--- src/design/tbd_pkg.sv ---
package tbd_pkg;

	localparam int SUBBLOCK_BYTES = 256;
	localparam int HEADER_BYTES   = 21;
	localparam int CHK_INDEX      = HEADER_BYTES - 1;

	localparam int HDR_IDX_W = $clog2(HEADER_BYTES);
	localparam int SUB_POS_W = $clog2(SUBBLOCK_BYTES + 1);
	localparam int COUNT_W   = 9;
	localparam int WORD_W    = 16;

	// header field positions, little-endian
	localparam logic [HDR_IDX_W-1:0] ADDR_LO_INDEX = HDR_IDX_W'(16);
	localparam logic [HDR_IDX_W-1:0] ADDR_HI_INDEX = HDR_IDX_W'(17);
	localparam logic [HDR_IDX_W-1:0] SIZE_LO_INDEX = HDR_IDX_W'(18);
	localparam logic [HDR_IDX_W-1:0] SIZE_HI_INDEX = HDR_IDX_W'(19);

	localparam logic [7:0] BAD_FILL = 8'h69;

	typedef enum logic [1:0] {
		PH_IDLE   = 2'd0,
		PH_HEADER = 2'd1,
		PH_DATA   = 2'd2,
		PH_CHECK  = 2'd3
	} phase_t;

	typedef enum logic [2:0] {
		KIND_IGNORE    = 3'd0,
		KIND_HEADER    = 3'd1,
		KIND_HDR_CHECK = 3'd2,
		KIND_DATA      = 3'd3,
		KIND_SUB_CHECK = 3'd4
	} kind_t;

	typedef struct packed {
		logic [7:0] byte_value;
		logic       byte_bad;
		logic       frame_start;
	} in_item_t;

	typedef struct packed {
		kind_t               item_kind;
		logic [7:0]          out_byte;
		logic [WORD_W-1:0]   data_offset;
		logic [WORD_W-1:0]   load_address;
		logic [WORD_W-1:0]   data_size;
		logic                check_ok;
		logic                range_ok;
		logic [COUNT_W-1:0]  subblocks_seen;
		logic [COUNT_W-1:0]  subblocks_good;
		logic [WORD_W-1:0]   read_errors;
		logic                frame_end;
	} out_item_t;

endpackage

--- src/design/tbd_if.sv ---
interface tbd_in_if;
	logic               valid;
	logic               ready;
	tbd_pkg::in_item_t  payload;

	modport source(output valid, output payload, input ready);
	modport sink(input valid, input payload, output ready);
endinterface

interface tbd_out_if;
	logic               valid;
	logic               ready;
	tbd_pkg::out_item_t payload;

	modport source(output valid, output payload, input ready);
	modport sink(input valid, input payload, output ready);
endinterface

--- src/design/tape_block_deframer_xor_check.sv ---
// each accepted request's result is registered in the output register
// throughput: one byte per cycle; a new byte is taken whenever the output register
// is empty or being emptied in the same cycle
// reset: arst_n clears the parser to idle, all counters and held header fields to
// zero, and empties the output register
module tape_block_deframer_xor_check (
	input  logic       clk,
	input  logic       arst_n,
	tbd_in_if.sink     din,
	tbd_out_if.source  dout
);

	tbd_pkg::phase_t                     phase_q;
	logic [tbd_pkg::HDR_IDX_W-1:0]       hidx_q;
	logic [7:0]                          rxor_q;
	logic                                sbad_q;
	logic [tbd_pkg::WORD_W-1:0]          load_q;
	logic [tbd_pkg::WORD_W-1:0]          size_q;
	logic [tbd_pkg::WORD_W-1:0]          done_q;
	logic [tbd_pkg::SUB_POS_W-1:0]       spos_q;
	logic [tbd_pkg::COUNT_W-1:0]         seen_q;
	logic [tbd_pkg::COUNT_W-1:0]         good_q;
	logic [tbd_pkg::WORD_W-1:0]          err_q;

	tbd_pkg::phase_t                     phase_n;
	logic [tbd_pkg::HDR_IDX_W-1:0]       hidx_n;
	logic [7:0]                          rxor_n;
	logic                                sbad_n;
	logic [tbd_pkg::WORD_W-1:0]          load_n;
	logic [tbd_pkg::WORD_W-1:0]          size_n;
	logic [tbd_pkg::WORD_W-1:0]          done_n;
	logic [tbd_pkg::SUB_POS_W-1:0]       spos_n;
	logic [tbd_pkg::COUNT_W-1:0]         seen_n;
	logic [tbd_pkg::COUNT_W-1:0]         good_n;
	logic [tbd_pkg::WORD_W-1:0]          err_n;

	tbd_pkg::out_item_t                  res;
	tbd_pkg::out_item_t                  res_q;
	logic                                res_valid_q;
	logic                                accept;

	assign din.ready    = !res_valid_q || dout.ready;
	assign accept       = din.valid && din.ready;
	assign dout.valid   = res_valid_q;
	assign dout.payload = res_q;

	always_comb begin
		logic [7:0]  b;
		logic        bad;
		logic [7:0]  raw;
		logic        chk;
		logic [16:0] last_addr;

		raw = din.payload.byte_value;
		bad = din.payload.byte_bad;
		b   = bad ? tbd_pkg::BAD_FILL : raw;

		// a frame start restarts everything and takes the byte as header byte 0
		if (din.payload.frame_start) begin
			phase_n = tbd_pkg::PH_HEADER;
			hidx_n  = '0;
			rxor_n  = '0;
			sbad_n  = 1'b0;
			load_n  = '0;
			size_n  = '0;
			done_n  = '0;
			spos_n  = '0;
			seen_n  = '0;
			good_n  = '0;
			err_n   = '0;
		end else begin
			phase_n = phase_q;
			hidx_n  = hidx_q;
			rxor_n  = rxor_q;
			sbad_n  = sbad_q;
			load_n  = load_q;
			size_n  = size_q;
			done_n  = done_q;
			spos_n  = spos_q;
			seen_n  = seen_q;
			good_n  = good_q;
			err_n   = err_q;
		end

		chk       = (!sbad_n && !bad && rxor_n == raw);
		last_addr = {1'b0, load_n} + {1'b0, size_n};

		res.item_kind   = tbd_pkg::KIND_IGNORE;
		res.out_byte    = '0;
		res.data_offset = '0;
		res.check_ok    = 1'b0;
		res.range_ok    = 1'b0;
		res.frame_end   = 1'b0;

		case (phase_n)
			tbd_pkg::PH_HEADER: begin
				res.out_byte = b;
				if (hidx_n < tbd_pkg::HDR_IDX_W'(tbd_pkg::CHK_INDEX)) begin
					res.item_kind = tbd_pkg::KIND_HEADER;
					rxor_n = rxor_n ^ b;
					if (bad)
						sbad_n = 1'b1;
					case (hidx_n)
						tbd_pkg::ADDR_LO_INDEX: load_n[7:0]  = b;
						tbd_pkg::ADDR_HI_INDEX: load_n[15:8] = b;
						tbd_pkg::SIZE_LO_INDEX: size_n[7:0]  = b;
						tbd_pkg::SIZE_HI_INDEX: size_n[15:8] = b;
						default: ;
					endcase
					hidx_n = hidx_n + 1'b1;
				end else begin
					res.item_kind = tbd_pkg::KIND_HDR_CHECK;
					res.check_ok  = chk;
					res.range_ok  = (last_addr <= 17'h10000);
					rxor_n = '0;
					sbad_n = 1'b0;
					done_n = '0;
					spos_n = '0;
					if (size_n == '0) begin
						res.frame_end = 1'b1;
						phase_n = tbd_pkg::PH_IDLE;
					end else begin
						phase_n = tbd_pkg::PH_DATA;
					end
				end
			end
			tbd_pkg::PH_DATA: begin
				res.item_kind   = tbd_pkg::KIND_DATA;
				res.out_byte    = b;
				res.data_offset = done_n;
				rxor_n = rxor_n ^ b;
				if (bad) begin
					sbad_n = 1'b1;
					if (err_n != '1)
						err_n = err_n + 1'b1;
				end
				done_n = done_n + 1'b1;
				spos_n = spos_n + 1'b1;
				if (spos_n >= tbd_pkg::SUB_POS_W'(tbd_pkg::SUBBLOCK_BYTES) || done_n == size_n)
					phase_n = tbd_pkg::PH_CHECK;
			end
			tbd_pkg::PH_CHECK: begin
				res.item_kind = tbd_pkg::KIND_SUB_CHECK;
				res.out_byte  = b;
				res.check_ok  = chk;
				if (seen_n != '1)
					seen_n = seen_n + 1'b1;
				if (chk && good_n != '1)
					good_n = good_n + 1'b1;
				rxor_n = '0;
				sbad_n = 1'b0;
				spos_n = '0;
				if (done_n == size_n) begin
					res.frame_end = 1'b1;
					phase_n = tbd_pkg::PH_IDLE;
				end else begin
					phase_n = tbd_pkg::PH_DATA;
				end
			end
			default: ;
		endcase

		res.load_address   = load_n;
		res.data_size      = size_n;
		res.subblocks_seen = seen_n;
		res.subblocks_good = good_n;
		res.read_errors    = err_n;
	end

	always_ff @(posedge clk or negedge arst_n) begin
		if (!arst_n) begin
			phase_q <= tbd_pkg::PH_IDLE;
			hidx_q  <= '0;
			rxor_q  <= '0;
			sbad_q  <= 1'b0;
			load_q  <= '0;
			size_q  <= '0;
			done_q  <= '0;
			spos_q  <= '0;
			seen_q  <= '0;
			good_q  <= '0;
			err_q   <= '0;
			res_valid_q <= 1'b0;
		end else begin
			if (accept) begin
				phase_q <= phase_n;
				hidx_q  <= hidx_n;
				rxor_q  <= rxor_n;
				sbad_q  <= sbad_n;
				load_q  <= load_n;
				size_q  <= size_n;
				done_q  <= done_n;
				spos_q  <= spos_n;
				seen_q  <= seen_n;
				good_q  <= good_n;
				err_q   <= err_n;
				res_valid_q <= 1'b1;
			end else if (dout.ready) begin
				res_valid_q <= 1'b0;
			end
		end
	end

	// result payload, no reset needed
	always_ff @(posedge clk) begin
		if (accept)
			res_q <= res;
	end

endmodule

--- src/flat_wrapper.sv ---
// flat-port wrapper written by rule: the top's interface ports become plain ports
module tape_block_deframer_xor_check_flat 
  (clk, arst_n, din_valid, din_payload, din_ready, dout_valid, dout_payload, dout_ready);
  tbd_in_if din_i ();
  tbd_out_if dout_i ();
  input  logic clk;
  input  logic arst_n;
  input wire logic [$bits(din_i.valid)-1:0] din_valid;
  input wire logic [$bits(din_i.payload)-1:0] din_payload;
  output wire logic [$bits(din_i.ready)-1:0] din_ready;
  output wire logic [$bits(dout_i.valid)-1:0] dout_valid;
  output wire logic [$bits(dout_i.payload)-1:0] dout_payload;
  input wire logic [$bits(dout_i.ready)-1:0] dout_ready;
  assign din_i.valid = din_valid;
  assign din_i.payload = din_payload;
  assign din_ready = din_i.ready;
  assign dout_valid = dout_i.valid;
  assign dout_payload = dout_i.payload;
  assign dout_i.ready = dout_ready;
  tape_block_deframer_xor_check u_core (.clk(clk), .arst_n(arst_n), .din(din_i), .dout(dout_i));
endmodule
--- config.mk ---
export PLATFORM = sky130hd
export DESIGN_NAME = tape_block_deframer_xor_check_flat
export DESIGN_NICKNAME = d
export VERILOG_FILES = /design/src/design/tbd_pkg.sv /design/src/design/tbd_if.sv /design/src/design/tape_block_deframer_xor_check.sv /design/src/flat_wrapper.sv
export SDC_FILE = /design/constraint.sdc
export NUM_CORES = 1
export LEC_CHECK = 0
export BUFFER_PORTS_ARGS = -buffer_cell sky130_fd_sc_hd__buf_2
export CAP_MARGIN = 10
export CORE_MARGIN = 3
export CORE_UTILIZATION = 45
export CTS_CLUSTER_DIAMETER = 80
export DETAILED_ROUTE_END_ITERATION = 6
export HOLD_SLACK_MARGIN = 0.08
export PLACE_DENSITY = 0.72
export SETUP_SLACK_MARGIN = 0.2
export SYNTH_ARGS = -nofsm -noshare
export SYNTH_HDL_FRONTEND = slang
export SYNTH_SLANG_ARGS = --single-unit
--- constraint.sdc ---
create_clock -name clk -period 4.1 [get_ports clk]
set_clock_uncertainty 0.1 [all_clocks]
set_input_delay 0.41 -clock clk [delete_from_list [all_inputs] [get_ports clk]]
set_output_delay 0.41 -clock clk [all_outputs]
set_load 0.01 [all_outputs]
==> out/qor.yml, run 1 <==
status:
  run_status: "finished clean"
clock_network:
  cts_setup_buffers: 0
  ctsRootBufferMaster: "clkbuf_16"
  cts_inserted_buffers: 23
  clkSlewWorstSetupHoldPaths_ps: 70
  cts_resized: 0
  cts_tree: "built"
  htree_levels: 1
  clock_latency_ps: 520
  clockBufferDepth: 3
  clock-sinks: 204
worst_setup_path:
  r2r_slack_ps: 610
  cp_num_buf_inv: 1
  critPathTopFamily: "simple AND/OR/NAND/NOR gates"
  cp-endpoint: "u_core.dout.payload[35]"
  reg2reg_depth: 12
  reg2reg_from: "u_core.size_q[0]"
  worstPathCellList: "nor2b_1 -> ha_1 -> inv_1 -> fa_1 -> xnor2_1 -> nor4_1 -> nand4_1 -> a2111oi_0 -> o2111ai_1 -> nor4_1 -> nand4_1 -> o21ai_1"
  slowest_stage: "dfrtp_1"
  criticalPathCategory: "flip-flop to flip-flop"
  r2r-end: "u_core.dout.payload[35]"
  crit_fanout: 6
  cp-start-kind: "flip-flop"
  cp_num_cells: 12
  worstPathRequired_ps: 4370
  startpoint: "u_core.size_q[0]"
  worstSetupEndpointType: "flip-flop"
  slowest_delay_ps: 470
  arrival_ps: 3760
die:
  fp.dieH_um: 164
  dieWidth_um: 164
  rows: 57
  start_util_pct: 46.1
  num_io_pins: 112
  core_um2: 24500
  dieArea_um2: 27000
hold_path:
  min_delay_path_depth: 3
  min_path_type: "input port to flip-flop"
pwr:
  p_per_area_nw_per_um2: 365
  power_mw: 4.72
  irDropWorstVdd_mv: 0.266
  p_leak_nw: 5.56
global_route:
  antenna_found_initial: 2
  overflow: 0
  grt_use_total_pct: 20.9
  grt_max_degree: 76
  grt_pass1_vias: 8591
  grt_pass1_wl_um: 45400
logic_synthesis:
  syn_nets: 1191
  synthesis.area_um2: 11300
  syn_area_per_cell_um2: 9.84
  synth_edf_count: 96
  ys.flop_type: "dfrtp_1"
  synth_cells: 1146
  ys_seq_elements: 204
  yosysSeqAreaShare_pct: 49.5
  async_reset_ff_share_pct: 52.9
  ys_warn_count: 0
  synth.distinct_cells: 80
timing:
  final_max_slew_viol_count: 0
  fin_tns_setup_ps: 0
  fmaxAchievable_ghz: 0.286
  tightest_slew_ps: 1150
  rsz0062_at_grt: "false"
  holdWs_ps: 117
  hold_violations: 0
  final.period_utilization_pct: 85.2
  relSlewSlack_pct: 22.7
  period_needed_ps: 3490
  finalSetupViolations: 0
layout:
  area_delta_synth_final_pct: 14.7
  final_net_count: 1291
  drive_above_1_share_pct: 17.4
  n_antenna_cell: 0
  fill_cells: 2199
routing:
  wire_per_inst_um: 17.6
  ant_nets: 0
  dr.pass1.iters: 5
  viasPerCell: 5.59
  dr_total_vias: 8865
  drc: 0
  drt-initial-drc-count: 789
  wl_um: 28000
run:
  maxCapViolations: 0
place:
  gp_congestion: 0.939
  port-buffer-count: 111
  place_hpwl_um: 19300
## synthesized netlist by cell type (5+ instances only)
master,count,area [um2]
o22ai_1,7,43.8
buf_2,6,30.0
mux2_2,37,417
nand2_1,171,642
nor2b_1,63,394
o21ai_1,8,40.0
nor4_1,13,81.3
ha_1,30,375
nand4_1,19,119
o31ai_1,15,113
nand3_1,21,105
and2_1,19,119
nor2_1,91,342
and3_1,16,100
xor2_1,20,175
nor3_1,14,70.1
nand2b_1,14,87.6
clkbuf_1,43,161
o21ai_0,94,470
nor3b_1,6,45.0
mux2i_1,15,150
a31oi_1,7,43.8
a2111oi_0,5,43.8
edfxtp_1,96,2880
xnor2_1,48,420
a22oi_1,5,37.5
inv_1,33,124
dfrtp_1,108,2700
a21oi_1,40,200
## power breakdown
group / leakage (nW) / internal, mW / switching (mW)
combinational: 2.74 / 0.126 / 0.255
sequential: 2.45 / 2.22 / 0.0477
clock: 0.369 / 1.22 / 0.852
total: 5.56 / 3.57 / 1.15
## cell usage in the layout (no fill, tap or decap), types with 20 or more instances in the layout
cell type / netlist / routed
nand3_1: 21 / 21
inv_1: 33 / 33
clkbuf_16: 0 / 24
ha_1: 30 / 30
a21oi_1: 40 / 40
nor2_1: 91 / 91
nor2b_1: 63 / 63
xor2_1: 20 / 20
o21ai_0: 94 / 94
edfxtp_1: 96 / 96
nand2_1: 171 / 170
mux2_2: 37 / 37
dfrtp_1: 108 / 108
buf_2: 6 / 109
xnor2_1: 48 / 48
## worst register-to-register path: cells and delay by family (launching register included)
family | cells | cell delay, ps
fa+ha+maj | 2 | 620
simple gates | 5 | 1150
flops | 1 | 470
xor+xnor | 1 | 140
buf+inv | 1 | 60
compound gates | 3 | 780
## how the worst min path moves through the flow
stage / startpoint / end
2_1_floorplan: arst_n / u_core.done_q[0]
3_3_place_gp: u_core.good_q[0] / u_core.good_q[0]
3_5_place_dp: u_core.good_q[0] / u_core.good_q[0]
4_1_cts: dout_ready / u_core.dout.valid
5_1_grt: dout_ready / u_core.dout.valid
6_report: dout_ready / u_core.dout.valid
## registers in the layout (all words and copies together), names as in the netlist
| name | cells |
|---|---|
| u_core.hidx_q | 5 |
| u_core.good_q | 9 |
| u_core.phase_q | 2 |
| u_core.rxor_q | 8 |
| u_core.sbad_q | 1 |
| u_core.seen_q | 9 |
| u_core.dout.valid | 1 |
| u_core.dout.payload | 96 |
| u_core.spos_q | 9 |
| u_core.load_q | 16 |
| u_core.done_q | 16 |
| u_core.err_q | 16 |
| u_core.size_q | 16 |
## stage by stage
| stage | cells | instance area (um2) | utilization (%) | worst slack, ps |
|---|---|---|---|---|
| after floorplan | 1146 | 11300 | - | 310 |
| after global placement | 1543 | 12100 | 49.6 | 689 |
| after detailed placement | 1543 | 12100 | 49.6 | 618 |
| after CTS | 1587 | 12900 | 52.9 | 793 |
| after global routing | 1587 | 12900 | 52.9 | 450 |
| final | 1587 | 12900 | 52.9 | 607 |
## routing by layer
| layer | global-route usage, % | vias to the layer above | routed length [um] |
|---|---|---|---|
| met3 | 3.30 | 43 | 1660 |
| met5 | 0 | - | 25 |
| met1 | 29.9 | 4263 | 12600 |
| met2 | 33.8 | 276 | 13100 |
| met4 | 4.69 | 4 | 560 |
| li1 | - | 4279 | - |
## area by class of cell
cell class              count  area, um2  share of cell area, %
clock inverters            16        148                   1.14
well taps                 324        405                   3.14
flip-flops and latches    204       5590                   43.2
clock buffers              26        618                   4.78
repair buffers            129        701                   5.42
inverters                  35        136                   1.05
multi-input cells         853       5340                   41.3
## what timing repair did
item	CTS	global route
endpoints found under the setup margin	0	0
hold buffers	2	0
endpoints found under the hold margin	60	0
## kinds of logic (layout without fill, tap and decap cells)
family / Yosys count / count (layout) / share of synthesized area, %
AO/OA/AOI/OAI: 229 / 229 / 12.6
XOR/XNOR: 68 / 68 / 5.28
adder cells (fa/ha/maj): 31 / 31 / 3.51
buffers and inverters: 89 / 206 / 3.16
flip-flops: 204 / 204 / 49.5
multiplexers: 52 / 52 / 5.03
AND/OR/NAND/NOR: 473 / 473 / 20.9
No activity file was read; power rests on OpenSTA's default activity.
==> run 2, diff against run 1 <==
--- a/config.mk
+++ b/config.mk
@@ -8,11 +8,11 @@
 export BUFFER_PORTS_ARGS = -buffer_cell sky130_fd_sc_hd__buf_2
 export CAP_MARGIN = 10
 export CORE_MARGIN = 3
-export CORE_UTILIZATION = 45
+export CORE_UTILIZATION = 40
 export CTS_CLUSTER_DIAMETER = 80
 export DETAILED_ROUTE_END_ITERATION = 6
 export HOLD_SLACK_MARGIN = 0.08
-export PLACE_DENSITY = 0.72
+export PLACE_DENSITY = 0.66
 export SETUP_SLACK_MARGIN = 0.2
 export SYNTH_ARGS = -nofsm -noshare
 export SYNTH_HDL_FRONTEND = slang
==> run 2 against run 1 <==
Hold slack got worse by 12 ps. Sequential share of layout area fell by 0.45 points. Sequential cell count did not move. Global-route usage fell by 2.4 points. Utilization fell by 5.0 points. Via count fell by 0.50%. Combinational power barely moved. Cell area rose by 1.0%. Clock power rose by 7%.
==> out/qor.yml, run 2 (synthesis gave the netlist of run 1 again) <==
status:
  run_status: "finished clean"
layout:
  final_common_cell: "nand2_1"
  largest_reg_flops: 96  # unchanged
  drive_above_1_share_pct: 17.6  # +0.21 points
  design_area_um2: 13100  # +1.0%
  final_net_count: 1292  # +0.077%
  mostFrequentLayoutCells: "nand2_1, buf_2, dfrtp_1"
  area_delta_synth_final_pct: 15.9
pwr:
  p_sw_mw: 1.18  # +2.3%
  swShare_pct: 24.3  # -0.18 points
  p_seq_share_pct: 46.7  # -1.4 points
  internal-power_mw: 3.68  # +3.3%
  p_leak_nw: 5.59  # +0.58%
  p_clk_share_pct: 45.4  # +1.6 points
  irDropWorstVdd_mv: 0.315  # +19%
  p_comb_share_pct: 7.9  # -0.2 points
  power_mw: 4.87  # +3.0%
  p_per_area_nw_per_um2: 372  # +2.0%
routing:
  ant_nets: 0  # unchanged
  viasPerCell: 5.39  # -3.6%
  dr.pass1.iters: 5  # unchanged
  dr_total_vias: 8821  # -0.50%
  wire_per_inst_um: 17.5  # -0.64%
  drc: 0  # unchanged
  wl_um: 28700  # +2.6%
  drt-initial-drc-count: 719  # -8.9%
die:
  rows: 60  # +5.3%
  dieArea_um2: 30200  # +12%
  num_io_pins: 112  # unchanged
  start_util_pct: 41.3  # -4.8 points
  dieWidth_um: 174  # +5.8%
  core_um2: 27300  # +12%
  fp.dieH_um: 174  # +5.8%
timing:
  fmaxAchievable_ghz: 0.294  # +2.5%
  rsz0062_at_grt: "false"
  setup_ws_ps: 693  # +85.9 ps
  tightest_slew_ps: 1150  # +3.03 ps
  hold_violations: 0  # unchanged
  finalSetupViolations: 0  # unchanged
  final_max_slew_viol_count: 0  # unchanged
  period_needed_ps: 3410  # -85.9 ps
  final.period_utilization_pct: 83.1  # -2.1 points
  relSlewSlack_pct: 22.5  # -0.20 points
  fin_tns_setup_ps: 0  # unchanged
place:
  port-buffer-count: 111  # unchanged
  placed_cell_area_um2: 12200  # +0.60%
  dp_slack_ps: 543  # -74.9 ps
  place_hpwl_um: 19900  # +2.8%
  gp_congestion: 0.849  # -9.6%
worst_setup_path:
  worstPathRequired_ps: 4370  # about the same
  criticalPathCategory: "flip-flop to flip-flop"
  cp-start-kind: "flip-flop"
  reg2reg_depth: 12  # unchanged
  arrival_ps: 3670  # -90 ps
  worstSetupEndpointType: "flip-flop"
  crit_fanout: 6  # unchanged
clock_network:
  ctsRootBufferMaster: "clkbuf_16"
  cts_resized: 0  # unchanged
  clock-sinks: 204  # unchanged
  cts_tree: "built"
  cts_setup_buffers: 0  # unchanged
  clock_latency_ps: 520  # about the same
  cts_inserted_buffers: 24  # +4.3%
  htree_levels: 1  # unchanged
  clockBufferDepth: 3  # unchanged
  clkSlewWorstSetupHoldPaths_ps: 60  # about the same
hold_path:
  min_delay_path_depth: 3  # unchanged
  min_path_type: "input port to flip-flop"
global_route:
  grt.busiest_layer: "met2"
  grt_max_degree: 77  # +1.3%
  grt_pass1_vias: 8601  # +0.12%
  antenna_found_initial: 3  # +1
  grtUsageMet3_pct: 2.91  # -0.40 points
  grt_use_total_pct: 18.6  # -2.4 points
  grt_pass1_wl_um: 46300  # +2.1%
  grt_use_met1_pct: 25.8  # -4.1 points
  grt_use_met2_pct: 30.4  # -3.4 points
  overflow: 0  # unchanged
run:
  maxCapViolations: 0  # unchanged
run 2: path summary, 6_finish.rpt:
check | start | end | slack [ps]
worst max-delay path | u_core.size_q[0] | u_core.dout.payload[35] | 690
worst min-delay path | dout_ready | u_core.dout.valid | 110
worst max register to register | u_core.size_q[0] | u_core.dout.payload[35] | 690
worst min register to register | u_core.good_q[8] | u_core.good_q[8] | 370
max in group asynchronous | arst_n | u_core.size_q[13] | 2520
min in group asynchronous | arst_n | u_core.seen_q[4] | 480
run 2: critical path, cell delays in order (launching register included):
cell and delay, ps:
dfrtp_1 490, nor2b_1 230, ha_1 210, inv_1 70
fa_1 410, xnor2_1 160, nor4_1 250, nand4_1 140
a2111oi_0 370, o2111ai_1 190, nor4_1 340, nand4_1 140
o21ai_1 140
run 2: power groups by stage:
stage                     registers, mW  logic (mW)  clock network [mW]
final                              2.27       0.384                2.21
after global routing               2.28       0.428                2.34
after CTS                          2.27       0.389                2.27
after detailed placement           2.31       0.385                   0
after global placement             2.31       0.379                   0
after floorplan                    2.33       0.214                   0
run 2: final cells by class:
cell class	instances	area (um2)
inverters	35	136
clock buffers	26	608
fillers	2588	14300
multi-input cells	853	5340
flip-flops and latches	204	5590
well taps	372	465
repair buffers	129	713
clock inverters	18	218
diodes	1	2.50
run 2: timing repair:
item,4_1_cts,5_1_grt
endpoints found under the setup margin,0,0
hold endpoints to repair,72,0
hold buffers,2,0
run 2: through the flow:
| stage | cells | utilization (%) | hold slack, ps |
|---|---|---|---|
| 6_report | 1638 | 47.8 | 105 |
| 5_1_grt | 1638 | 47.8 | 124 |
| 4_1_cts | 1637 | 47.8 | 82.8 |
| 3_5_place_dp | 1591 | 44.7 | 358 |
| 3_3_place_gp | 1591 | 44.7 | 352 |
| 2_1_floorplan | 1146 | - | 14.4 |
run 2: per-layer routing:
| layer | share of wire (%) | wire length (um) | vias up |
|---|---|---|---|
| li1 | - | - | 4295 |
| met1 | 46 | 13200 | 4250 |
| met2 | 46 | 13300 | 223 |
| met3 | 4.7 | 1360 | 51 |
| met4 | 2.9 | 818 | 2 |
| met5 | 0.024 | 7 | - |
